$ cat config.mk
export PLATFORM = sky130hd
export DESIGN_NAME = jump_consistent_hash_top
export DESIGN_NICKNAME = d
export VERILOG_FILES = /design/src/hdl/jch_pkg.sv /design/src/hdl/jump_consistent_hash_top.sv /design/src/hdl/jch_mul32.sv /design/src/hdl/jch_div_step.sv
export SDC_FILE = /design/constraint.sdc
export NUM_CORES = 2
export LEC_CHECK = 0
export ABC_CLOCK_PERIOD_IN_PS = 9500
export BUFFER_PORTS_ARGS = -buffer_cell sky130_fd_sc_hd__buf_4
export CAP_MARGIN = 20
export CORE_MARGIN = 4
export CORE_UTILIZATION = 41
export CTS_CLUSTER_DIAMETER = 150
export CTS_CLUSTER_SIZE = 40
export DETAILED_ROUTE_END_ITERATION = 8
export SETUP_SLACK_MARGIN = 0.5
export SLEW_MARGIN = 10
export SYNTH_ARGS = -nofsm -noshare
export SYNTH_HDL_FRONTEND = slang
export SYNTH_SLANG_ARGS = --single-unit
$ cat constraint.sdc
create_clock -name clk -period 9.5 [get_ports clk]
set_clock_uncertainty 0.1 [all_clocks]
set_input_delay 1.9 -clock clk [delete_from_list [all_inputs] [get_ports clk]]
set_output_delay 1.9 -clock clk [all_outputs]
set_load 0.01 [all_outputs]
$ cat src/hdl/jch_pkg.sv
// Shared types and constants for the jump consistent hash block.
// No dependencies; used by the top level and by jch_div_step.
`default_nettype none

package jch_pkg;

  // Key advance multiplier, split into 32-bit halves for the shared multiplier.
  localparam logic [63:0] MULT    = 64'd2862933555777941757;
  localparam logic [31:0] MULT_LO = MULT[31:0];
  localparam logic [31:0] MULT_HI = MULT[63:32];

  // One-hot sequencer states.
  typedef enum logic [9:0] {
    ST_IDLE = 10'b00_0000_0001,
    ST_MUL0 = 10'b00_0000_0010,
    ST_MUL1 = 10'b00_0000_0100,
    ST_MUL2 = 10'b00_0000_1000,
    ST_MUL3 = 10'b00_0001_0000,
    ST_PREP = 10'b00_0010_0000,
    ST_OVF  = 10'b00_0100_0000,
    ST_DIV  = 10'b00_1000_0000,
    ST_CHK  = 10'b01_0000_0000,
    ST_DONE = 10'b10_0000_0000
  } state_t;

  // Result of one compare-and-subtract step.
  typedef struct packed {
    logic        ge;
    logic [31:0] diff;
  } step_res_t;

endpackage

`default_nettype wire

$ cat src/hdl/jump_consistent_hash_top.sv
// Top level of the jump consistent hash block: sequencer, registers and output stage.
// Depends on jch_pkg, jch_mul32 and jch_div_step.
`default_nettype none

//  Channel | Ports                              | Direction | Moves
//  --------+------------------------------------+-----------+-----------------------------
//  input   | in_valid, in_stall, in_key         | in        | one 64-bit key
//  result  | out_valid, out_stall, out_bucket   | out       | one bucket index per key
//  config  | cfg_wr_en, cfg_wr_data             | in        | bucket_count, write only
//
//  Each pass of the hash loop runs ST_MUL0 to ST_MUL3 on the shared 32x32 multiplier for
//  the key advance, forms the divisor in ST_PREP, runs one overflow test and one
//  restoring-division step per quotient bit on the shared subtractor, and one compare.
//  A key takes about ln(bucket_count) + 1 passes, plus the accept and deliver states.
//  Reset is synchronous and active low; it restores bucket_count to 10 and idles the
//  sequencer. No clearing pass is needed. The result sits in an output register, so a
//  new transaction is accepted while an earlier result is still stalled.

module jump_consistent_hash_top #(
  parameter int BUCKET_BITS = 31
) (
  input  wire logic                   clk,
  input  wire logic                   rst_n,
  input  wire logic                   in_valid,
  output logic                        in_stall,
  input  wire logic [63:0]            in_key,
  output logic                        out_valid,
  input  wire logic                   out_stall,
  output logic      [BUCKET_BITS-1:0] out_bucket,
  input  wire logic                   cfg_wr_en,
  input  wire logic [BUCKET_BITS-1:0] cfg_wr_data
);

  localparam int CW = (BUCKET_BITS > 1) ? $clog2(BUCKET_BITS) : 1;
  localparam int SH = 31 - BUCKET_BITS;
  localparam logic [BUCKET_BITS-1:0] BC_RESET = BUCKET_BITS'(10);

  jch_pkg::state_t         state_r, state_nxt;
  logic [BUCKET_BITS-1:0]  bc_r;
  logic [63:0]             key_r, key_nxt;
  logic [63:0]             acc_r, acc_nxt;
  logic [BUCKET_BITS-1:0]  b_r, b_nxt;
  logic [BUCKET_BITS-1:0]  q_r, q_nxt;
  logic [31:0]             rem_r, rem_nxt;
  logic [31:0]             d_r, d_nxt;
  logic [CW-1:0]           cnt_r, cnt_nxt;
  logic                    out_valid_r;
  logic [BUCKET_BITS-1:0]  out_bucket_r;

  logic [31:0]             mul_a, mul_b;
  logic [63:0]             prod;
  logic [32:0]             step_a;
  jch_pkg::step_res_t      step;
  logic                    in_acc, out_free, j_below;

  // Shared arithmetic: one multiplier for the key advance, one subtractor for division.
  jch_mul32 u_mul (
    .clk    (clk),
    .a      (mul_a),
    .b      (mul_b),
    .prod_r (prod)
  );

  jch_div_step u_step (
    .a   (step_a),
    .d   (d_r),
    .res (step)
  );

  assign in_stall   = (state_r != jch_pkg::ST_IDLE);
  assign in_acc     = in_valid && !in_stall;
  assign out_free   = !out_valid_r || !out_stall;
  assign out_valid  = out_valid_r;
  assign out_bucket = out_bucket_r;

  // A bucket count of zero behaves as one bucket.
  assign j_below = (bc_r == '0) ? (q_r == '0) : (q_r < bc_r);

  // Operand selection for the low 64 bits of key * MULT: lo*lo, lo*hi, hi*lo.
  always_comb begin
    mul_a = key_r[31:0];
    mul_b = jch_pkg::MULT_LO;
    case (state_r)
      jch_pkg::ST_MUL1: begin
        mul_b = jch_pkg::MULT_HI;
      end
      jch_pkg::ST_MUL2: begin
        mul_a = key_r[63:32];
      end
      default: begin
        mul_a = key_r[31:0];
      end
    endcase
  end

  // The overflow test compares the numerator's upper part with the divisor; the
  // division steps shift the partial remainder left by one, taking in a zero bit.
  assign step_a = (state_r == jch_pkg::ST_OVF) ? {1'b0, rem_r} : {rem_r, 1'b0};

  always_comb begin
    state_nxt = state_r;
    key_nxt   = key_r;
    acc_nxt   = acc_r;
    b_nxt     = b_r;
    q_nxt     = q_r;
    rem_nxt   = rem_r;
    d_nxt     = d_r;
    cnt_nxt   = cnt_r;
    case (state_r)
      jch_pkg::ST_IDLE: begin
        if (in_acc) begin
          key_nxt   = in_key;
          b_nxt     = '0;
          state_nxt = jch_pkg::ST_MUL0;
        end
      end
      jch_pkg::ST_MUL0: begin
        state_nxt = jch_pkg::ST_MUL1;
      end
      jch_pkg::ST_MUL1: begin
        acc_nxt   = prod;
        state_nxt = jch_pkg::ST_MUL2;
      end
      jch_pkg::ST_MUL2: begin
        acc_nxt   = acc_r + {prod[31:0], 32'd0};
        state_nxt = jch_pkg::ST_MUL3;
      end
      jch_pkg::ST_MUL3: begin
        key_nxt   = acc_r + {prod[31:0], 32'd0} + 64'd1;
        state_nxt = jch_pkg::ST_PREP;
      end
      jch_pkg::ST_PREP: begin
        // Numerator is (b + 1) << 31; its part above the quotient width is kept here.
        d_nxt     = {1'b0, key_r[63:33]} + 32'd1;
        rem_nxt   = ({{(32-BUCKET_BITS){1'b0}}, b_r} + 32'd1) << SH;
        state_nxt = jch_pkg::ST_OVF;
      end
      jch_pkg::ST_OVF: begin
        // A quotient that would not fit in BUCKET_BITS lies past every bucket.
        if (step.ge) begin
          state_nxt = jch_pkg::ST_DONE;
        end else begin
          q_nxt     = '0;
          cnt_nxt   = '0;
          state_nxt = jch_pkg::ST_DIV;
        end
      end
      jch_pkg::ST_DIV: begin
        rem_nxt = step.ge ? step.diff : step_a[31:0];
        q_nxt   = BUCKET_BITS'({q_r, step.ge});
        cnt_nxt = cnt_r + CW'(1);
        if (cnt_r == CW'(BUCKET_BITS - 1)) begin
          state_nxt = jch_pkg::ST_CHK;
        end
      end
      jch_pkg::ST_CHK: begin
        if (j_below) begin
          b_nxt     = q_r;
          state_nxt = jch_pkg::ST_MUL0;
        end else begin
          state_nxt = jch_pkg::ST_DONE;
        end
      end
      jch_pkg::ST_DONE: begin
        if (out_free) begin
          state_nxt = jch_pkg::ST_IDLE;
        end
      end
      default: begin
        state_nxt = jch_pkg::ST_IDLE;
      end
    endcase
  end

  always_ff @(posedge clk) begin
    if (!rst_n) begin
      state_r     <= jch_pkg::ST_IDLE;
      bc_r        <= BC_RESET;
      out_valid_r <= 1'b0;
    end else begin
      state_r <= state_nxt;
      if (cfg_wr_en) begin
        bc_r <= cfg_wr_data;
      end
      if (state_r == jch_pkg::ST_DONE && out_free) begin
        out_valid_r <= 1'b1;
      end else if (!out_stall) begin
        out_valid_r <= 1'b0;
      end
    end
  end

  // Payload registers carry no reset.
  always_ff @(posedge clk) begin
    key_r <= key_nxt;
    acc_r <= acc_nxt;
    b_r   <= b_nxt;
    q_r   <= q_nxt;
    rem_r <= rem_nxt;
    d_r   <= d_nxt;
    cnt_r <= cnt_nxt;
    if (state_r == jch_pkg::ST_DONE && out_free) begin
      out_bucket_r <= b_r;
    end
  end

  // Each pass that completes a division moves the candidate strictly forward.
  a_progress: assert property (@(posedge clk) disable iff (!rst_n)
    (state_r == jch_pkg::ST_CHK) |-> (q_r > b_r))
    else $error("hash loop candidate did not advance");

  // A new result only appears after the sequencer has finished a key.
  a_out_source: assert property (@(posedge clk) disable iff (!rst_n)
    $rose(out_valid_r) |-> ($past(state_r) == jch_pkg::ST_DONE))
    else $error("result raised outside the done state");

  // The division step counter never runs past the quotient width.
  a_cnt_range: assert property (@(posedge clk) disable iff (!rst_n)
    (state_r == jch_pkg::ST_DIV) |-> (cnt_r <= CW'(BUCKET_BITS - 1)))
    else $error("division step counter out of range");

endmodule

`default_nettype wire

$ cat src/hdl/jch_mul32.sv
// Shared 32x32 unsigned multiplier with a registered 64-bit product.
// Depends on nothing outside this file.
`default_nettype none

module jch_mul32 (
  input  wire logic        clk,
  input  wire logic [31:0] a,
  input  wire logic [31:0] b,
  output logic      [63:0] prod_r
);

  always_ff @(posedge clk) begin
    prod_r <= {32'd0, a} * {32'd0, b};
  end

endmodule

`default_nettype wire

$ cat src/hdl/jch_div_step.sv
// Shared compare-and-subtract unit for the restoring divider and its overflow test.
// Depends on jch_pkg for the step result struct.
`default_nettype none

module jch_div_step (
  input  wire logic [32:0]       a,
  input  wire logic [31:0]       d,
  output jch_pkg::step_res_t     res
);

  logic [33:0] sub;

  assign sub      = {1'b0, a} - {2'b00, d};
  assign res.ge   = ~sub[33];
  assign res.diff = sub[31:0];

endmodule

`default_nettype wire

==> summary.md <==
| Metric | Value |
|---|---|
| Status | `completed` |
| FF-to-FF path depth | `37` |
| GRT busiest layer | `met2` |
| DP Worst Slack | `-0.5050 ns` |
| Grt ovf | `0` |
| Detailed placement HPWL | `126,000 um` |
| Highest clock rate | `107.6 MHz` |
| WS Path Type | `flip-flop to flip-flop` |
| Max_slew headroom | `34.88%` |
| Setup violators final | `0` |
| Die Width | `342.9 um` |
| Largest net degree at the start of global routing | `81` |
| Die H | `342.9 um` |
| Crit path DAT | `9.68 ns` |
| GR Util met3 | `1.783%` |
| Initial core utilization | `41.44%` |
| Routed Antenna Nets | `0` |
| CTS buffer count | `13` |
| CP Launch Type | `flip-flop` |
| Row count | `122` |
| Worst r2r dst | `u_mul.prod_r[63]` |
| GRT Util Overall | `24.94%` |
| Seq/Total Area, Yosys | `23.55%` |
| Crit end category | `flip-flop` |
| CP max FO | `5` |
| DRC viols | `0` |
| Vias in the first global route | `35,140` |
| M2 GR Usage | `43.49%` |
| Hold WC Path Type | `flip-flop to flip-flop` |
| Syn Std Cell Area | `45,980 um2` |
| Syn. warnings | `0` |
| WHS Endpoint | `acc_r[54]` |
| Largest cells by area after synthesis | `fa_1 27%, edfxtp_1 19%, ha_1 14%` |
| CP peak stage delay | `0.58 ns` |
| DRT Pass-1 Iters | `5` |
| Post-Layout Inst Area | `53,370 um2` |
| Layout cells sized above 1 | `16.24%` |
| Placed insts | `6,526` |
| Seq cells post-synth | `396` |
| CTS tree | `built` |
| Layout area overhead | `16.07%` |
| Post-synth EDFFs | `290` |
| Vias/cell | `5.159` |
| Fin nets | `6,363` |
| I/O Pins | `133` |
| Cell Area, Placed | `50,810 um2` |
| First-pass GRT wire length | `219,700 um` |
| Synth area leader | `fa_1` |
| Max-Cap Viols | `0` |
| Count leader, synth | `inv_1` |
| DR vias | `34,300` |
| CTS root buffer | `clkbuf_16` |
| H-tree depth | `1` |
| Slew at the pin closest to its max-slew limit | `0.9768 ns` |
| TritonCTS Sinks | `396` |
| Final Hold Violating Endpoints | `0` |
| DIE AREA | `117,600 um2` |
| Ys async rst share | `0%` |
| CTS Buffer Depth | `3` |
| Clock-pin transition on the worst setup and hold timing paths | `0.15 ns` |
| Most common cell on crit path | `fa_1` |
| Met1 Use GR | `33.67%` |
| Critical Path Slowest Stage Cell | `fa_1` |
| Worst r2r src | `state_r[9]` |
| Initial antenna violation count | `2` |
| Mean area per synthesized cell | `9.790 um2` |
| Prevailing post-synth register cell | `edfxtp_1` |
| Max-slew violations | `0` |
| Final wirelength | `147,700 um` |
| Port buffer count | `132` |
| Period minus WS final | `9.292 ns` |
| Cts hold-fix bufs | `0` |
| CORE AREA | `111,000 um2` |
| Final Non-Filler Cells | `6,649` |
| Worst-skew pair later-pin latency | `0.56 ns` |
| Cell variety after synth | `101` |
| Placer Congestion | `0.9660` |
| Fin crit share | `97.81%` |
| Cells after synthesis | `4,697` |
| R2R Setup Slk | `0.21 ns` |
| Commonest cells in the netlist | `989 x inv_1, 612 x fa_1, 498 x ha_1, 389 x nand2_1, 308 x nor2_1` |
| Synth top area share | `26.64%` |
| Iter 0 DRT Violations | `2,680` |
| HP Start | `u_mul.prod_r[54]` |
| Hold depth | `2` |
| Per-cell routed wire length | `22.21 um` |
| RSZ-0062 raised after global routing | `yes` |
| Worst Slack Setup Final | `0.2080 ns` |
| WP data required | `9.89 ns` |
==> worst max path at each step <==
stage	depth (start not counted)	to	start	slack, ns
final	37	u_mul.prod_r[63]	state_r[9]	0.21
after global routing	35	u_mul.prod_r[59]	state_r[9]	-0.04
after CTS	38	u_mul.prod_r[59]	state_r[8]	0.23
after detailed placement	33	u_mul.prod_r[59]	state_r[9]	-0.50
after global placement	33	u_mul.prod_r[63]	state_r[9]	-0.39
after floorplan	35	u_mul.prod_r[62]	state_r[6]	0.48
==> repair_timing <==
| item | CTS | global route |
|---|---|---|
| resized for setup | 239 | 68 |
| buffers inserted | 83 | 14 |
| cloned | 2 | 0 |
| pin swaps | 149 | 47 |
| endpoints found under the setup margin | 34 | 38 |
==> cells by family (layout without fill, tap and decap cells) <==
family | Yosys count | after routing | synth area share, %
other cells | 2 | 63 | 0.01633
flops | 396 | 396 | 23.55
compound gates | 594 | 594 | 8.239
xor+xnor | 254 | 254 | 4.838
simple gates | 1155 | 1156 | 11.95
buf+inv | 1105 | 1507 | 9.151
fa+ha+maj | 1110 | 1110 | 40.19
mux | 81 | 81 | 2.063
==> sequential cells by signal (all words and copies together) (netlist names) <==
signal        flops
u_mul.prod_r     64
out_bucket       31
q_r              31
state_r          10
out_valid         1
d_r              32
acc_r            64
rem_r            32
b_r              31
bc_r             31
cnt_r             5
key_r            64
==> routing by layer <==
metal | wire length (um) | share of wire (%)
met5 | 0 | 0
met4 | 4912 | 3.3
met3 | 8019 | 5.4
met2 | 72710 | 49
met1 | 62030 | 42
==> area by class of cell <==
| cell class | count | area, um2 |
|---|---|---|
| clock inverter | 1 | 8.758 |
| timing repair buffer | 491 | 4085 |
| clock buffer | 21 | 376.6 |
| tap | 1488 | 1862 |
| fill | 10470 | 57600 |
| antenna | 1 | 2.502 |
| inverter | 994 | 3765 |
| sequential | 396 | 10830 |
| multi-input combinational | 3257 | 32440 |
==> stage by stage <==
step	hold WS, ns	util (%)	setup TNS, ns
floorplan	0.3624	-	0
global placement	0.3949	45.78	-3.126
detailed placement	0.3967	45.78	-4.045
CTS	0.4281	47.71	0
global route	0.4450	48.09	-0.09063
finish	0.4265	48.10	0
==> cell usage in the layout, fill, tap and decap left out, drive strengths merged, types with 27 or more instances in the layout <==
cell type	synthesis	final
a21o	82	82
a21oi	149	149
a31oi	31	31
and2	108	108
buf	23	490
conb	2	62
dfxtp	106	106
edfxtp	290	290
fa	612	612
ha	498	498
inv	989	986
mux2	28	28
mux2i	53	53
nand2	389	389
nand3	88	88
nand4	43	43
nor2	310	310
nor3	46	46
nor4	27	27
o21ai	181	181
or2	27	27
xnor2	146	146
xor2	108	108
==> critical path: cells and delay by family, from the launching register on <==
kind	cells	cell delay [ns]
compound gates	9	1.43
xor+xnor	1	0.14
fa+ha+maj	9	4.35
buf+inv	12	1.26
flops	1	0.36
mux	1	0.18
simple gates	5	1.38
Power is left out: the tool's default activity adds up to more than one toggle a clock period on the data nets, which glitch-free logic cannot reach.
